==> src/wma_pkg.sv <==
// ----------------------------------------------------------------------------
// Weighted moving average package
// Shared widths, payload structs and the request structs that pass between
// the sequencer and its serial arithmetic units.
// ----------------------------------------------------------------------------
package wma_pkg;

	localparam int MAX_WINDOW  = 256;
	localparam int SAMPLE_BITS = 32;
	localparam int WLEN_W      = 9;
	localparam int SLOT_W      = $clog2(MAX_WINDOW);
	localparam int PROD_W      = SAMPLE_BITS + WLEN_W;
	localparam int PLAIN_W     = SAMPLE_BITS + SLOT_W + 1;
	localparam int WEIGHT_W    = 48;
	localparam int DIVISOR_W   = 16;
	localparam int AVG_W       = 32;
	localparam int MUL_STEPS   = WLEN_W;
	localparam int DIV_STEPS   = WEIGHT_W;
	localparam int MUL_CNT_W   = $clog2(MUL_STEPS);
	localparam int DIV_CNT_W   = $clog2(DIV_STEPS);
	localparam int APB_AW      = 3;
	localparam int APB_DW      = 32;

	// Register index, taken from paddr above the byte offset.
	localparam logic [APB_AW-3:0] REG_WINDOW_LENGTH = 1'b0;

	typedef struct packed {
		logic signed [31:0] sample;
		logic               last_of_series;
	} item_t;

	typedef struct packed {
		logic signed [31:0] average;
		logic               series_end;
	} result_t;

	typedef struct packed {
		logic                   start;
		logic [SAMPLE_BITS-1:0] multiplicand;
		logic [WLEN_W-1:0]      multiplier;
	} mul_req_t;

	typedef struct packed {
		logic              done;
		logic [PROD_W-1:0] product;
	} mul_rsp_t;

	typedef struct packed {
		logic                 start;
		logic                 negative;
		logic [WEIGHT_W-1:0]  magnitude;
		logic [DIVISOR_W-1:0] divisor;
	} div_req_t;

	typedef struct packed {
		logic             done;
		logic [AVG_W-1:0] quotient;
	} div_rsp_t;

	// Window length as used: zero counts as one, large values saturate.
	function automatic logic [WLEN_W-1:0] eff_window(input logic [WLEN_W-1:0] v);
		logic [WLEN_W-1:0] w;
		w = v;
		if (v == '0) begin
			w = WLEN_W'(1);
		end else if (v > WLEN_W'(MAX_WINDOW)) begin
			w = WLEN_W'(MAX_WINDOW);
		end
		return w;
	endfunction

	// Sum of the weights 1..w, that is w(w+1)/2.
	function automatic logic [DIVISOR_W-1:0] weight_sum(input logic [WLEN_W-1:0] w);
		logic [2*WLEN_W-1:0] p;
		p = {{WLEN_W{1'b0}}, w} * ({{WLEN_W{1'b0}}, w} + (2*WLEN_W)'(1));
		return p[DIVISOR_W:1];
	endfunction

endpackage

==> src/wma_serial_mul.sv <==
// ----------------------------------------------------------------------------
// Serial multiplier
// Shift-and-add product of a signed sample and an unsigned weight, one bit of
// the weight per cycle.
// ----------------------------------------------------------------------------
module wma_serial_mul (
	input  logic              clk,
	input  logic              arst_n,
	input  wma_pkg::mul_req_t req,
	output wma_pkg::mul_rsp_t rsp
);
	import wma_pkg::*;

	logic                 busy_q;
	logic                 done_q;
	logic [MUL_CNT_W-1:0] cnt_q;
	logic [PROD_W-1:0]    acc_q;
	logic [PROD_W-1:0]    mcand_q;
	logic [WLEN_W-1:0]    mplier_q;

	always_ff @(posedge clk or negedge arst_n) begin
		if (!arst_n) begin
			busy_q   <= 1'b0;
			done_q   <= 1'b0;
			cnt_q    <= '0;
			acc_q    <= '0;
			mcand_q  <= '0;
			mplier_q <= '0;
		end else begin
			done_q <= !req.start && busy_q && (cnt_q == MUL_CNT_W'(MUL_STEPS - 1));
			if (req.start) begin
				busy_q   <= 1'b1;
				cnt_q    <= '0;
				acc_q    <= '0;
				mcand_q  <= {{(PROD_W-SAMPLE_BITS){req.multiplicand[SAMPLE_BITS-1]}},
					req.multiplicand};
				mplier_q <= req.multiplier;
			end else if (busy_q) begin
				if (mplier_q[0]) begin
					acc_q <= acc_q + mcand_q;
				end
				mcand_q  <= {mcand_q[PROD_W-2:0], 1'b0};
				mplier_q <= {1'b0, mplier_q[WLEN_W-1:1]};
				cnt_q    <= cnt_q + 1'b1;
				if (cnt_q == MUL_CNT_W'(MUL_STEPS - 1)) begin
					busy_q <= 1'b0;
				end
			end
		end
	end

	assign rsp.done    = done_q;
	assign rsp.product = acc_q;

endmodule

==> config.mk <==
export PLATFORM = sky130hd
export DESIGN_NAME = wma_serial_mul
export DESIGN_NICKNAME = d
export VERILOG_FILES = /design/src/wma_pkg.sv /design/src/wma_serial_mul.sv
export SDC_FILE = /design/constraint.sdc
export NUM_CORES = 1
export LEC_CHECK = 0
export ABC_AREA = 1
export BUFFER_PORTS_ARGS = -buffer_cell sky130_fd_sc_hd__buf_2
export CAP_MARGIN = 15
export CORE_AREA = 2 2 161 163
export DETAILED_ROUTE_END_ITERATION = 8
export DIE_AREA = 0 0 163 165
export GPL_TIMING_DRIVEN = 0
export SKIP_CTS_REPAIR_TIMING = 1
export SLEW_MARGIN = 30
export SYNTH_ARGS = -nofsm -noshare
export SYNTH_HDL_FRONTEND = slang
export SYNTH_SLANG_ARGS = --single-unit
==> constraint.sdc <==
create_clock -name clk -period 1.8 [get_ports clk]
set_input_delay 0.54 -clock clk [delete_from_list [all_inputs] [get_ports clk]]
set_output_delay 0.54 -clock clk [all_outputs]
set_load 0.05 [all_outputs]
==> impl_metrics.ini <==
[clocking]
cts_made_buffers = 9
cts_max_path_buffers = 2
clk_pin_slew_ns = 0.08
h-tree-depth = 3
cts.sinks = 97
root_buffer = clkbuf_16
clk_latency_ns = 0.36
cts_tree = built

[synthesis]
synth_seq_cells = 97
yosys_warnings = 0
synth.avg_cell_area_um2 = 6.58
synth-seq-area-share_pct = 34.8
synth_top_area_share_pct = 34.8
synth_top_area_cell = dfrtp_1
ys_top_cells_by_area = dfrtp_1 35%, nand2_1 22%, inv_1 8.8%
synthXorXnorAreaFrac_pct = 0.377
synth-adder-area-share_pct = 7.82
synth-simple-area-share_pct = 35.6
synthesis.area_um2 = 6970
synth-compound-area-share_pct = 11.1
synthCells = 1060
synth.distinct_cells = 35
synth.area.mux_share_pct = 0
synth_nets = 1147
synth_top_family_by_area = simple AND/OR/NAND/NOR gates

[timing]
hold_viol_final = 0
setup_ws_ns = -0.204
skew_ns = 0.0138
maxSlewViolCount = 0
setup_viol_count_final = 19
hold_ws_ns = 0.0652
post-route-period-util_pct = 111
worst_slew_pin_slew_ns = 0.726
rsz0062_at_grt = true
maxClockFrequency_mhz = 499
slew_headroom_pct = 51.6
period_needed_ns = 2.00

[floorplan]
dieArea_um2 = 26900
die_h_um = 165
initial_utilization_pct = 27.9
io_pins = 86
die_w_um = 163
num_rows = 58
placeableCoreArea_um2 = 25000

[finish]
n_fill_cell = 2552
fin_util_pct = 39.1
antenna_cells = 0
layout-drive-gt1-share_pct = 36.8
multi_input_area_um2 = 5080
seqCellArea_um2 = 2490
nNetsFinal = 1287
design_area_um2 = 9800
syn_to_final_growth_pct = 40.5

[detailed_routing]
drt-total-wl_um = 24600
via_per_inst = 4.71
wl_per_cell_um = 16.0
num_vias = 7237
remaining_drc_errors = 0
drt_iter0_drc = 487
ant_nets = 0
firstDrtPassIters = 5

[placed_design]
hpwl_um = 18900
pre_cts_ws_ns = -0.349
port_buffers = 84
dpl_cell_area_um2 = 8130
gp_congestion = 0.931

[grt]
top_usage_layer = met2
met2_usage_pct = 27.9
grt-ovfl-total = 0
grt_use_met3_pct = 2.99
antenna_found_initial = 0
use_met1_pct = 25.2
grt_first_pass_wirelength_um = 36700
grt_usage_pct = 17.8
grt_max_degree = 67
grt_pass1_vias = 6642

[pwr]
leakage_nw = 4.98
total_power_mw = 8.08
p_per_area_nw_per_um2 = 824
peakVddDrop_uv = 525

[outcome]
status = finished with violations
violations = negative setup slack

[flow_run]
max_cap_violations = 0

[critical_path]
startpoint_type = flop
crit_arrival_ns = 2.25
crit_path_max_fanout = 4
critical_path_required_ns = 2.04
path_class = flop to flop
crit_path_end_kind = flop

[hold_path]
hp-class = input port to asynchronous set/reset pin
-- state kept, by name, indices dropped and copies added (netlist names) --
register and count:
acc_q 41, busy_q 1, cnt_q 4, done_q 1, mcand_q 41, mplier_q 9
-- kinds of logic (layout without fill, tap and decap cells) --
group           Yosys count  in the layout
buf+inv                 189            334
simple gates            601            601
xor+xnor                  3              3
flops                    97             97
compound gates          127            127
fa+ha+maj                43             43
-- power breakdown --
part	switching (mW)	total [mW]	leakage [nW]	internal (mW)
Combinational	2.17	3.40	3.67	1.23
Sequential	0.285	2.71	1.17	2.43
Clock	0.972	1.97	0.137	0.995
Total	3.42	8.08	4.98	4.66
-- cell usage after synthesis --
| library cell | number |
|---|---|
| fa_1 | 1 |
| nand3b_1 | 5 |
| inv_1 | 164 |
| buf_1 | 2 |
| ha_1 | 42 |
| a21oi_1 | 42 |
| buf_4 | 2 |
| clkbuf_1 | 14 |
| dfrtp_1 | 97 |
| o221ai_1 | 17 |
| a21boi_0 | 1 |
| inv_2 | 3 |
| and2_1 | 3 |
| nor2_4 | 3 |
| o21ai_0 | 40 |
| a22o_1 | 1 |
| nand3_1 | 63 |
| buf_2 | 4 |
| nor2_2 | 6 |
| o21ai_1 | 1 |
| or2_2 | 3 |
| o211ai_1 | 18 |
| nor2_1 | 77 |
| nor3_1 | 4 |
| o31ai_1 | 2 |
| a32o_1 | 2 |
| nand2_1 | 417 |
| o22ai_1 | 1 |
| nand3_2 | 5 |
| or2_1 | 1 |
| nor4_1 | 1 |
| xnor2_1 | 2 |
| nand2_2 | 13 |
| o21bai_1 | 2 |
| xor2_1 | 1 |
-- worst max-delay path, stage by stage, from the launching register on --
cell	delay, ns
dfrtp_2	0.41
ha_4	0.15
inv_2	0.03
fa_2	0.34
inv_4	0.08
nand2_4	0.05
nand2_4	0.07
and2_4	0.15
nand3b_1	0.13
nand3_4	0.12
nand2_2	0.10
nand2_1	0.07
nand2_1	0.04
nand3_1	0.06
nand2_1	0.05
-- routing by layer --
| layer | up-vias | share of wire, % |
|---|---|---|
| li1 | 3636 | - |
| met5 | - | 0 |
| met1 | 3386 | 47 |
| met3 | 37 | 4.7 |
| met2 | 178 | 46 |
| met4 | 0 | 2.5 |
-- final timing paths --
| kind | slack (ns) | to | cells after the start | startpoint |
|---|---|---|---|---|
| worst max-delay path | -0.20 | acc_q[28] | 14 | acc_q[0] |
| worst min-delay path | 0.07 | mcand_q[38] | 1 | arst_n |
| worst max register to register | -0.20 | acc_q[28] | 14 | acc_q[0] |
| worst min register to register | 0.46 | cnt_q[3] | 1 | cnt_q[3] |
| max in group asynchronous | 1.06 | mcand_q[5] | 2 | arst_n |
| min in group clk | 0.38 | mplier_q[7] | 3 | req[7] |
-- through the flow --
stage                     setup TNS, ns  std cells
final                             -1.89       1535
after global routing              -4.82       1535
after CTS                         -5.08       1491
after detailed placement         -13.69       1475
after global placement          -111.44       1474
after floorplan                  -0.777       1060
-- layout make-up --
class | count | share of cell area, %
clock inverters | 6 | 0.498
clock buffers | 10 | 2.44
inverters | 167 | 6.42
multi-input cells | 774 | 51.9
well taps | 330 | 4.21
plain buffers | 22 | 0.983
repair buffers | 129 | 8.16
flip-flops and latches | 97 | 25.4
-- placed cells by master (no fill, tap or decap), drive strengths merged, types with 3 or more instances in the layout --
cell and n:
nand3b 5, and2 3, or2 4, o211ai 18, o21ai 41, a21oi 42, nand2 430, buf 137
nand3 68, clkbuf 24, ha 42, nor2 86, inv 170, o221ai 17, dfrtp 97, nor3 4
(Power assumes the default switching activity.)
