File: config.mk
export PLATFORM = sky130hd
export DESIGN_NAME = wma_serial_div
export DESIGN_NICKNAME = d
export VERILOG_FILES = /design/src/wma_pkg.sv /design/src/wma_serial_div.sv
export SDC_FILE = /design/constraint.sdc
export NUM_CORES = 1
export LEC_CHECK = 0
export BUFFER_PORTS_ARGS = -buffer_cell sky130_fd_sc_hd__buf_2
export CORE_MARGIN = 2
export CORE_UTILIZATION = 40
export CTS_BUF_LIST = sky130_fd_sc_hd__clkbuf_16
export DETAILED_ROUTE_END_ITERATION = 10
export PLACE_DENSITY = 0.58
export SLEW_MARGIN = 5
export SYNTH_ARGS = -nofsm -noshare
export SYNTH_HDL_FRONTEND = slang
export SYNTH_SLANG_ARGS = --single-unit
File: constraint.sdc
create_clock -name clk -period 3.4 [get_ports clk]
set_input_delay 0.68 -clock clk [delete_from_list [all_inputs] [get_ports clk]]
set_output_delay 0.68 -clock clk [all_outputs]
set_load 0.01 [all_outputs]
File: src/wma_pkg.sv
// ----------------------------------------------------------------------------
// Weighted moving average package
// Shared widths, payload structs and the request structs that pass between
// the sequencer and its serial arithmetic units.
// ----------------------------------------------------------------------------
package wma_pkg;

	localparam int MAX_WINDOW  = 256;
	localparam int SAMPLE_BITS = 32;
	localparam int WLEN_W      = 9;
	localparam int SLOT_W      = $clog2(MAX_WINDOW);
	localparam int PROD_W      = SAMPLE_BITS + WLEN_W;
	localparam int PLAIN_W     = SAMPLE_BITS + SLOT_W + 1;
	localparam int WEIGHT_W    = 48;
	localparam int DIVISOR_W   = 16;
	localparam int AVG_W       = 32;
	localparam int MUL_STEPS   = WLEN_W;
	localparam int DIV_STEPS   = WEIGHT_W;
	localparam int MUL_CNT_W   = $clog2(MUL_STEPS);
	localparam int DIV_CNT_W   = $clog2(DIV_STEPS);
	localparam int APB_AW      = 3;
	localparam int APB_DW      = 32;

	// Register index, taken from paddr above the byte offset.
	localparam logic [APB_AW-3:0] REG_WINDOW_LENGTH = 1'b0;

	typedef struct packed {
		logic signed [31:0] sample;
		logic               last_of_series;
	} item_t;

	typedef struct packed {
		logic signed [31:0] average;
		logic               series_end;
	} result_t;

	typedef struct packed {
		logic                   start;
		logic [SAMPLE_BITS-1:0] multiplicand;
		logic [WLEN_W-1:0]      multiplier;
	} mul_req_t;

	typedef struct packed {
		logic              done;
		logic [PROD_W-1:0] product;
	} mul_rsp_t;

	typedef struct packed {
		logic                 start;
		logic                 negative;
		logic [WEIGHT_W-1:0]  magnitude;
		logic [DIVISOR_W-1:0] divisor;
	} div_req_t;

	typedef struct packed {
		logic             done;
		logic [AVG_W-1:0] quotient;
	} div_rsp_t;

	// Window length as used: zero counts as one, large values saturate.
	function automatic logic [WLEN_W-1:0] eff_window(input logic [WLEN_W-1:0] v);
		logic [WLEN_W-1:0] w;
		w = v;
		if (v == '0) begin
			w = WLEN_W'(1);
		end else if (v > WLEN_W'(MAX_WINDOW)) begin
			w = WLEN_W'(MAX_WINDOW);
		end
		return w;
	endfunction

	// Sum of the weights 1..w, that is w(w+1)/2.
	function automatic logic [DIVISOR_W-1:0] weight_sum(input logic [WLEN_W-1:0] w);
		logic [2*WLEN_W-1:0] p;
		p = {{WLEN_W{1'b0}}, w} * ({{WLEN_W{1'b0}}, w} + (2*WLEN_W)'(1));
		return p[DIVISOR_W:1];
	endfunction

endpackage

File: src/wma_serial_div.sv
// ----------------------------------------------------------------------------
// Serial divider
// Radix-2 restoring division of the weighted total's magnitude by the weight
// sum, one quotient bit per cycle, with the sign applied at the end.
// ----------------------------------------------------------------------------
module wma_serial_div (
	input  logic              clk,
	input  logic              arst_n,
	input  wma_pkg::div_req_t req,
	output wma_pkg::div_rsp_t rsp
);
	import wma_pkg::*;

	logic                 busy_q;
	logic                 fin_q;
	logic                 neg_q;
	logic [DIV_CNT_W-1:0] cnt_q;
	logic [DIVISOR_W-1:0] rem_q;
	logic [DIVISOR_W-1:0] dvs_q;
	logic [WEIGHT_W-1:0]  dq_q;
	logic [DIVISOR_W:0]   trial;
	logic                 fits;

	// The dividend leaves the top of dq_q as quotient bits enter at the bottom.
	always_comb begin
		trial = {rem_q, dq_q[WEIGHT_W-1]};
		fits  = trial >= {1'b0, dvs_q};
	end

	always_ff @(posedge clk or negedge arst_n) begin
		if (!arst_n) begin
			busy_q <= 1'b0;
			fin_q  <= 1'b0;
			neg_q  <= 1'b0;
			cnt_q  <= '0;
			rem_q  <= '0;
			dvs_q  <= '0;
			dq_q   <= '0;
		end else begin
			fin_q <= !req.start && busy_q && (cnt_q == DIV_CNT_W'(DIV_STEPS - 1));
			if (req.start) begin
				busy_q <= 1'b1;
				neg_q  <= req.negative;
				cnt_q  <= '0;
				rem_q  <= '0;
				dvs_q  <= req.divisor;
				dq_q   <= req.magnitude;
			end else if (busy_q) begin
				if (fits) begin
					rem_q <= DIVISOR_W'(trial - {1'b0, dvs_q});
				end else begin
					rem_q <= trial[DIVISOR_W-1:0];
				end
				dq_q  <= {dq_q[WEIGHT_W-2:0], fits};
				cnt_q <= cnt_q + 1'b1;
				if (cnt_q == DIV_CNT_W'(DIV_STEPS - 1)) begin
					busy_q <= 1'b0;
				end
			end
		end
	end

	assign rsp.done     = fin_q;
	assign rsp.quotient = neg_q ? (AVG_W'(0) - dq_q[AVG_W-1:0]) : dq_q[AVG_W-1:0];

endmodule

==> results.json, run 1 <==
{
  "fin_tns_setup_ns": -1.760,
  "syn_avg_cell_area_um2": 9.064,
  "grt_max_degree": 149,
  "grt_pass1_vias": 4590,
  "layout_common_cells": "98 x buf_2, 93 x nand2_1, 88 x dfrtp_1",
  "cp.required_ns": 2.72,
  "cp-start-kind": "register",
  "drt_iter0_markers": 296,
  "crit_top_cell": "or4_4",
  "violations": "negative setup slack",
  "place_congestion": 0.8700,
  "seqPwrFrac_pct": 42.8,
  "clockBufferDepth": 2,
  "post_drt_via_cell_ratio": 5.344,
  "cpPeakStageDelay_ns": 0.55,
  "dpl_worst_slack_ns": 0.03599,
  "setup_slack_ns": -0.2032,
  "finalCriticalPeriod_ns": 3.603,
  "crit_start": "dq_q[3]$_DFFE_PN0P_",
  "cts_max_level": 3,
  "syn_area_um2": 5420,
  "tightest_slew_ns": 0.8228,
  "finalSetupViolCount": 13,
  "fp.dieH_um": 120.4,
  "p_leak_uw": 0.003308,
  "crit_path_end_kind": "output pin",
  "min_period_over_period_pct": 106.0,
  "outcome": "finished, violations left",
  "syn-num-nets": 685,
  "crit_type": "register to output pin",
  "finalNetCount": 776,
  "numClockSinks": 89,
  "wl_per_cell_um": 14.99,
  "root_buffer": "clkbuf_16",
  "finalClockSkew_ns": 0.006973,
  "drive_above_1_share_pct": 20.78,
  "initial_core_util_pct": 40.93,
  "grtUsageTotal_pct": 18.56,
  "cts_hold_buffers": 0,
  "drv_slew": 0,
  "use_met2_pct": 28.04,
  "die_w_um": 120.4,
  "dp_hpwl_um": 9148,
  "ys_top_cells_by_area": "dfrtp_1 41%, mux2i_1 9.2%, o21ai_0 7.1%",
  "synth_flop_cell": "dfrtp_1",
  "critPathSlowestCell": "or4_4",
  "worstPathArrival_ns": 2.92,
  "rsz0062_at_grt": "true",
  "port_buffers": 100,
  "cts_made_buffers": 9,
  "clockPowerShare_pct": 37.0,
  "yosysTopAreaCellShare_pct": 41.09,
  "p_int_uw": 2029,
  "reg2reg_from": "rem_q[11]$_DFFE_PN0P_",
  "vias": 4644,
  "rows": 42,
  "netSwitchingFraction_pct": 28.20,
  "drv_cap": 0,
  "min_path_type": "primary input to async pin",
  "grt_pass1_wl_um": 21820,
  "clock_latency_ns": 0.34,
  "yosys.cell_types.count": 50,
  "timing.fmax_mhz": 277.5,
  "synth.ff_latch_count": 89,
  "r2r-end": "rem_q[12]$_DFFE_PN0P_",
  "core_um2": 13240,
  "power.switching_uw": 796.8,
  "ys.warnings.count": 0,
  "ioPinCount": 101,
  "overflow": 0,
  "hold_violations": 0,
  "area_growth_pct": 19.67,
  "antenna-diode-count": 0,
  "antenna_found_initial": 0,
  "design_area_um2": 6486,
  "crit_chain": "or4_4 > or4_4 > or3b_4 > or2_4 > o31ai_4 > xnor2_1 > buf_2",
  "rr_worst_depth": 7,
  "synthCells": 598,
  "critical_path.top_delay_family": "simple AND/OR/NAND/NOR gates",
  "synth_edf_count": 0,
  "grtUsageMet1_pct": 25.92,
  "clkTransAtPathRegs_ns": 0.06,
  "yosysSeqAreaShare_pct": 41.09,
  "power_density_nw_per_um2": 435.7,
  "async_flop_share_pct": 100.0,
  "drcViolationCount": 0,
  "cp_num_buf_inv": 1,
  "ant_nets": 0,
  "final_common_cell": "buf_2",
  "routed_wl_um": 13020,
  "busiest_layer": "met2",
  "r2r_slack_ns": 0.53,
  "combPwrFrac_pct": 20.2,
  "yosysTopAreaCell": "dfrtp_1",
  "place_area_um2": 6117,
  "use_met3_pct": 3.113,
  "slew_headroom_pct": 45.15,
  "dr.pass1.iters": 4,
  "peakVddDrop_uv": 256.9,
  "critPathMaxFanout": 5,
  "dieArea_um2": 14500,
  "cts_tree": "done"
}
flip-flops by register name, summed over array words and instances (netlist names):
name    flops
cnt_q       6
dvs_q      16
fin_q       1
dq_q       48
rem_q      16
neg_q       1
busy_q      1
routing by layer:
| metal | vias up | part of all wire, % |
|---|---|---|
| li1 | 2299 | - |
| met1 | 2192 | 49 |
| met2 | 122 | 44 |
| met3 | 31 | 4.6 |
| met4 | 0 | 2.4 |
| met5 | - | 0 |
synthesized netlist by cell type (all sizes together), types with 5 or more instances:
cell type	number
nand2	94
dfrtp	89
o21ai	83
mux2i	50
xnor2	35
nor2	30
clkbuf	27
inv	26
ha	18
o31ai	13
a21oi	12
or3	11
a311oi	10
a21o	7
a31oi	7
buf	7
xor2	7
nand2b	6
nand4	6
or4	6
nand3	5
o41ai	5
worst max-delay path by stage:
stage / slack, ns / to / cells past startpoint
5_1_grt: -0.29 / rsp[27] / 7
3_3_place_gp: 0.12 / rsp[27] / 7
4_1_cts: -0.24 / rsp[27] / 7
3_5_place_dp: 0.04 / rsp[27] / 7
2_1_floorplan: 0.20 / rsp[31] / 6
6_report: -0.20 / rsp[27] / 7
logic make-up after synthesis:
family | count (synthesis) | synth area share (%)
flops | 89 | 41.09
xor+xnor | 42 | 6.787
simple gates | 176 | 14.91
buf+inv | 60 | 4.294
compound gates | 160 | 18.74
mux | 52 | 9.649
fa+ha+maj | 19 | 4.525
timing repair:
action / in CTS / in global routing
setup endpoints to repair: 13 / 14
pin swaps: 6 / 1
gates resized for setup: 3 / 4
setup buffers: 1 / 1
cloned: 0 / 0
area by class of cell:
type                            instances  area (um2)
Clock buffer                            9       225.2
Clock inverter                          6       85.08
Fill cell                            1287        6756
Inverter                               26       97.59
Multi-Input combinational cell        449        3004
Sequential cell                        89        2231
Tap cell                              176       220.2
Timing Repair Buffer                  114       623.1
stage by stage:
step                      instances  power [uW]  utilization (%)  hold WS (ns)
after floorplan                 598        1567                -        0.3844
after global placement          852        1776            46.19        0.5105
after detailed placement        852        1792            46.19        0.5283
after CTS                       868        2859            48.76        0.4691
after global routing            869        2990            48.98        0.4947
final                           869        2826            48.98        0.4202
worst register-to-register path: cells and delay by family (launching register included):
kind / cells / cell delay (ns)
AO/OA/AOI/OAI: 3 / 1.05
adder cells (fa/ha/maj): 1 / 0.44
flip-flops: 1 / 0.41
AND/OR/NAND/NOR: 3 / 0.89
power groups by stage:
| stage | Sequential [uW] | Clock, uW | Combinational [uW] |
|---|---|---|---|
| 6_report | 1210 | 1050 | 570 |
| 5_1_grt | 1220 | 1130 | 641 |
| 2_1_floorplan | 1210 | 0 | 360 |
| 3_5_place_dp | 1230 | 0 | 564 |
| 4_1_cts | 1210 | 1080 | 572 |
| 3_3_place_gp | 1220 | 0 | 552 |
Power figures use the tool's default switching activity.
==> inputs of run 2 (changes only) <==
- ABC_AREA: not set -> 1
- PLACE_DENSITY: 0.58 -> 0.57
==> results.json, run 2 <==
{
  "reg2reg_from": "rem_q[9]$_DFFE_PN0P_",
  "initial_core_util_pct": 40.82,
  "grt_pass1_vias": 5139,
  "final_common_cell": "nand2_1",
  "dieArea_um2": 15770,
  "hold_slack_ns": 0.2871,
  "fill_cells": 1544,
  "clock_latency_ns": 0.36,
  "ys.warnings.count": 0,
  "r2r_slack_ns": 1.04,
  "cts_made_buffers": 9,
  "crit_chain": "inv_1 > ha_1 > nand3_1 > nor2_2 > nand3_1 > nand3b_1 > nand2_1 > nand2_1 > nand2_1 > buf_2",
  "place_congestion": 0.8516,
  "wl_per_cell_um": 14.10,
  "fin_tns_setup_ns": 0,
  "critPathSlowestCell": "dfrtp_1",
  "top_regs": "dq_q: 48 flops, dvs_q: 16 flops, rem_q: 16 flops",
  "top_register": "dq_q",
  "finalClockSkew_ns": 0.009937,
  "ioPinCount": 101,
  "ctsResizeCount": 0,
  "critPathMaxFanout": 5,
  "clkTransAtPathRegs_ns": 0.06,
  "cts_hold_buffers": 0,
  "layout_common_cells": "252 x nand2_1, 122 x inv_1, 99 x buf_2",
  "die_w_um": 125.6,
  "power_density_nw_per_um2": 623.3,
  "timing.fmax_mhz": 346.5,
  "cp-start-kind": "register",
  "overflow": 0,
  "yosys-top-cells-count": "252 x nand2_1, 122 x inv_1, 89 x dfrtp_1, 64 x nand3_1, 41 x nor2_1",
  "async_flop_share_pct": 100.0,
  "yosys.cell_types.count": 39,
  "synth.ff_latch_count": 89,
  "clockBufferDepth": 2,
  "synth_most_common_cell": "nand2_1",
  "ys_top_cells_by_area": "dfrtp_1 38%, nand2_1 16%, inv_1 7.7%",
  "core_um2": 14480,
  "yosysSeqAreaShare_pct": 37.68,
  "finalNetCount": 984,
  "finalSetupViolCount": 0,
  "yosysTopAreaCellShare_pct": 37.68,
  "area_growth_pct": 16.09,
  "syn_area_um2": 5911,
  "post_drt_via_cell_ratio": 4.958,
  "p_leak_uw": 0.003597,
  "root_buffer": "clkbuf_16",
  "grtUsageTotal_pct": 20.22,
  "post-cts-setup-buffer-count": 0,
  "slew_headroom_pct": 47.28,
  "antenna_found_initial": 1,
  "cts_tree": "done",
  "synth_edf_count": 0,
  "port_buffers": 100,
  "finalCriticalPeriod_ns": 2.886,
  "r2r-end": "rem_q[14]$_DFFE_PN0P_",
  "crit_top_cell": "nand2_1",
  "ant_nets": 0,
  "grt_max_degree": 50,
  "dp_hpwl_um": 11120,
  "tightest_slew_ns": 0.7900,
  "drv_cap": 0,
  "syn_avg_cell_area_um2": 7.306,
  "drcViolationCount": 0,
  "cts_max_level": 3,
  "syn-num-nets": 896,
  "worstPathArrival_ns": 2.21,
  "fp.dieH_um": 125.6,
  "numClockSinks": 89,
  "routed_wl_um": 15320,
  "rsz0062_at_grt": "false",
  "peakVddDrop_uv": 318.6,
  "min_period_over_period_pct": 84.89,
  "largest_reg_flops": 48,
  "cpPeakStageDelay_ns": 0.37,
  "outcome": "finished, final reports clean",
  "cp.required_ns": 2.72,
  "yosysTopAreaCell": "dfrtp_1",
  "grt_pass1_wl_um": 25740,
  "synth_flop_cell": "dfrtp_1",
  "crit_path_end_kind": "output pin",
  "crit_type": "register to output pin",
  "min_path_type": "primary input to async pin",
  "drv_slew": 0,
  "drt_iter0_markers": 367,
  "rows": 44,
  "rr_worst_depth": 13,
  "vias": 5389,
  "dr.pass1.iters": 5,
  "synthCells": 809,
  "crit_start": "dq_q[0]$_DFFE_PN0P_",
  "drive_above_1_share_pct": 16.74,
  "hold_violations": 0
}
run 2: cell types whose count changed in the layout (fill, tap and decap cells not counted), moves of 10 or more:
cell / delta
nand2_1: +159
o21ai_0: -39
mux2i_1: -50
inv_1: +95
or3_1: -10
nand3_1: +59
nor2_1: +11
xnor2_1: -30
o221ai_1: +33
xor2_1: +19
a311oi_1: -10
run 2: worst max path at each step:
stage                           endpoint  cells after the start
floorplan                        rsp[18]                      7
global placement    dq_q[25]$_DFFE_PN0P_                      5
detailed placement  dq_q[16]$_DFFE_PN0P_                      5
CTS                              rsp[18]                      8
global route                     rsp[20]                     10
finish                           rsp[20]                     10
run 2: layout make-up:
cell class	count	area [um2]	share of cell area, %
Inverter	122	457.9	6.674
Clock inverter	7	116.4	1.696
Timing Repair Buffer	106	548.0	7.987
Antenna cell	1	2.502	0.03647
Tap cell	184	230.2	3.355
Sequential cell	89	2227	32.46
Multi-Input combinational cell	569	3054	44.51
Clock buffer	9	225.2	3.282
run 2: critical path, delay by kind of cell (launching register included):
kind                       cells  cell delay [ns]
DFF                            1             0.37
buffers and inverters          2             0.27
and+or+nand+nor                7             0.97
adders and majority gates      1             0.22
run 2: per-stage QoR:
stage / util [%] / total power (uW) / instances / instance area, um2 / worst slack, ns
2_1_floorplan: - / 2722 / 809 / 5911 / 1.251
3_3_place_gp: 45.01 / 3125 / 1070 / 6518 / 0.9339
3_5_place_dp: 45.01 / 3136 / 1070 / 6518 / 0.8630
4_1_cts: 47.37 / 4312 / 1086 / 6859 / 0.5214
5_1_grt: 47.37 / 4622 / 1086 / 6859 / 0.3421
6_report: 47.39 / 4277 / 1087 / 6862 / 0.5136
run 2: power breakdown:
part | internal [uW] | total, uW | switching, uW
registers | 1210 | 1300 | 89.5
logic | 659 | 1820 | 1160
clock network | 718 | 1160 | 443
total | 2580 | 4280 | 1690
run 2: logic make-up after synthesis:
kind of cell             Yosys count  synth area share [%]
AND/OR/NAND/NOR                  419                 31.48
buffers and inverters            151                 10.65
AO/OA/AOI/OAI                    101                 11.60
flip-flops                        89                 37.68
XOR/XNOR                          30                 4.445
adder cells (fa/ha/maj)           19                 4.149
run 2: per-layer routing:
metal / share of wire [%] / GRT usage (%) / vias up
met5: 0 / 0 / -
met4: 1.9 / 6.993 / 0
met3: 4.8 / 3.252 / 18
met2: 44 / 30.65 / 112
met1: 50 / 29.35 / 2459
li1: - / - / 2800
==> inputs of run 3 (changes only) <==
- clock period: 3.4 -> 2.95 ns (I/O delays scaled with it)
==> results.json, run 3 (same netlist as run 2, synthesis figures left out) <==
{
  "drt_iter0_markers": 323,
  "cts_hold_buffers": 0,
  "drcViolationCount": 0,
  "grt_max_degree": 83,
  "layout_common_cells": "252 x nand2_1, 122 x inv_1, 99 x buf_2",
  "grtUsageTotal_pct": 20.28,
  "netSwitchingFraction_pct": 41.46,
  "port_buffers": 100,
  "cp.required_ns": 2.36,
  "met2_length_um": 6862,
  "fill_cells": 1504,
  "crit_type": "register to output pin",
  "place_congestion": 0.8472,
  "grt_pass1_wl_um": 26150,
  "fin_tns_setup_ns": 0,
  "hold_violations": 0,
  "reg2reg_from": "rem_q[7]$_DFFE_PN0P_",
  "r2r_slack_ns": 0.78,
  "initial_core_util_pct": 40.82,
  "cp-endpoint": "rsp[27]",
  "drive_above_1_share_pct": 17.35,
  "area_growth_pct": 15.71,
  "highest_layer": "met5",
  "seqPwrFrac_pct": 31.9,
  "hold_slack_ns": 0.3672,
  "tightest_slew_ns": 0.9004,
  "outcome": "finished, final reports clean",
  "met3_length_um": 787,
  "min_period_over_period_pct": 90.91,
  "clock_latency_ns": 0.35,
  "antenna_found_initial": 1,
  "peakVddDrop_uv": 368.1,
  "rsz0062_at_grt": "false",
  "dr.pass1.iters": 5,
  "combPwrFrac_pct": 44.7,
  "clockPowerShare_pct": 23.4,
  "clockBufferDepth": 2,
  "largest_reg_flops": 48,
  "clkTransAtPathRegs_ns": 0.07,
  "grt_pass1_vias": 5336,
  "cp-start-kind": "register",
  "crit_start": "dq_q[2]$_DFFE_PN0P_",
  "root_buffer": "clkbuf_16",
  "worstPathArrival_ns": 2.09,
  "vias": 5435,
  "min_path_type": "primary input to async pin",
  "rr_worst_depth": 13,
  "power.switching_uw": 1943,
  "crit_path_end_kind": "output pin",
  "wl_met1_um": 7428,
  "finalSetupViolCount": 0,
  "dieArea_um2": 15770,
  "antenna-diode-count": 0,
  "core_um2": 14480,
  "dp_hpwl_um": 11210,
  "top_register": "dq_q",
  "post_drt_via_cell_ratio": 4.991,
  "cts_made_buffers": 9,
  "final_common_cell": "nand2_1",
  "power_density_nw_per_um2": 685.3,
  "p_int_uw": 2743,
  "cts_tree": "done",
  "top_regs": "dq_q: 48 flops, dvs_q: 16 flops, rem_q: 16 flops",
  "finalNetCount": 987,
  "post-cts-setup-buffer-count": 0,
  "ioPinCount": 101,
  "rows": 44,
  "critPathMaxFanout": 7,
  "routed_wl_um": 15230,
  "r2r-end": "rem_q[14]$_DFFE_PN0P_",
  "timing.fmax_mhz": 372.9,
  "finalCriticalPeriod_ns": 2.682,
  "p_leak_uw": 0.003588,
  "die_w_um": 125.6,
  "finalClockSkew_ns": 0.009127,
  "slew_headroom_pct": 39.97,
  "fp.dieH_um": 125.6,
  "cts_max_level": 3,
  "overflow": 0,
  "ant_nets": 0,
  "drv_slew": 0,
  "wl_per_cell_um": 13.98,
  "numClockSinks": 89,
  "drv_cap": 0
}
==> run 3: how the worst min path moves through the flow <==
stage	from	endpoint	slack (ns)
finish	arst_n	rem_q[8]$_DFFE_PN0P_	0.37
global route	arst_n	dvs_q[9]$_DFFE_PN0P_	0.45
CTS	arst_n	dvs_q[9]$_DFFE_PN0P_	0.40
detailed placement	dq_q[32]$_DFFE_PN0P_	dq_q[33]$_DFFE_PN0P_	0.48
global placement	dq_q[32]$_DFFE_PN0P_	dq_q[33]$_DFFE_PN0P_	0.46
floorplan	arst_n	busy_q$_DFF_PN0_	0.29
==> run 3: final cells by class <==
| type | instances | area [um2] | share of cell area [%] |
|---|---|---|---|
| multi-input combinational | 569 | 3064 | 44.80 |
| sequential | 89 | 2227 | 32.57 |
| timing repair buffer | 109 | 583.1 | 8.525 |
| inverter | 122 | 457.9 | 6.696 |
| tap | 184 | 230.2 | 3.366 |
| clock buffer | 9 | 225.2 | 3.293 |
| clock inverter | 7 | 51.30 | 0.7501 |
==> run 3: worst max-delay path, cell delays in order, from the launching register on <==
cell	delay, ns
dfrtp_1	0.37
inv_1	0.18
nand4_1	0.21
inv_1	0.14
nand2_1	0.10
inv_1	0.07
nand2_1	0.09
o21ai_4	0.25
nand2_1	0.08
nand2_1	0.06
nand2_1	0.06
buf_2	0.14
==> run 3: metal layers <==
layer	vias up	track usage (%)
li1	2795	-
met5	-	0
met4	2	4.510
met1	2498	28.90
met3	12	3.894
met2	128	32.08
==> run 3: timing repair <==
item                       4_1_cts  5_1_grt
hold endpoints to repair         0        0
setup endpoints to repair        0        2
gates resized for setup          0        2
==> run 3: power by group through the flow <==
stage          combinational (uW)  sequential, uW  clock (uW)
2_1_floorplan                1650            1490           0
3_3_place_gp                 2100            1510           0
3_5_place_dp                 2110            1510           0
4_1_cts                      2120            1490        1130
5_1_grt                      2410            1510        1180
6_report                     2100            1490        1100
==> run 3: metrics by stage <==
step           utilization [%]  setup slack, ns  std cells  cell area (um2)  power (uW)
5_1_grt                  47.23          0.04013       1089             6839        5107
4_1_cts                  47.17           0.1671       1089             6829        4735
3_3_place_gp             45.26           0.6064       1073             6553        3615
3_5_place_dp             45.26           0.5634       1073             6553        3621
6_report                 47.23           0.2683       1089             6839        4686
2_1_floorplan                -           0.8908        809             5911        3137
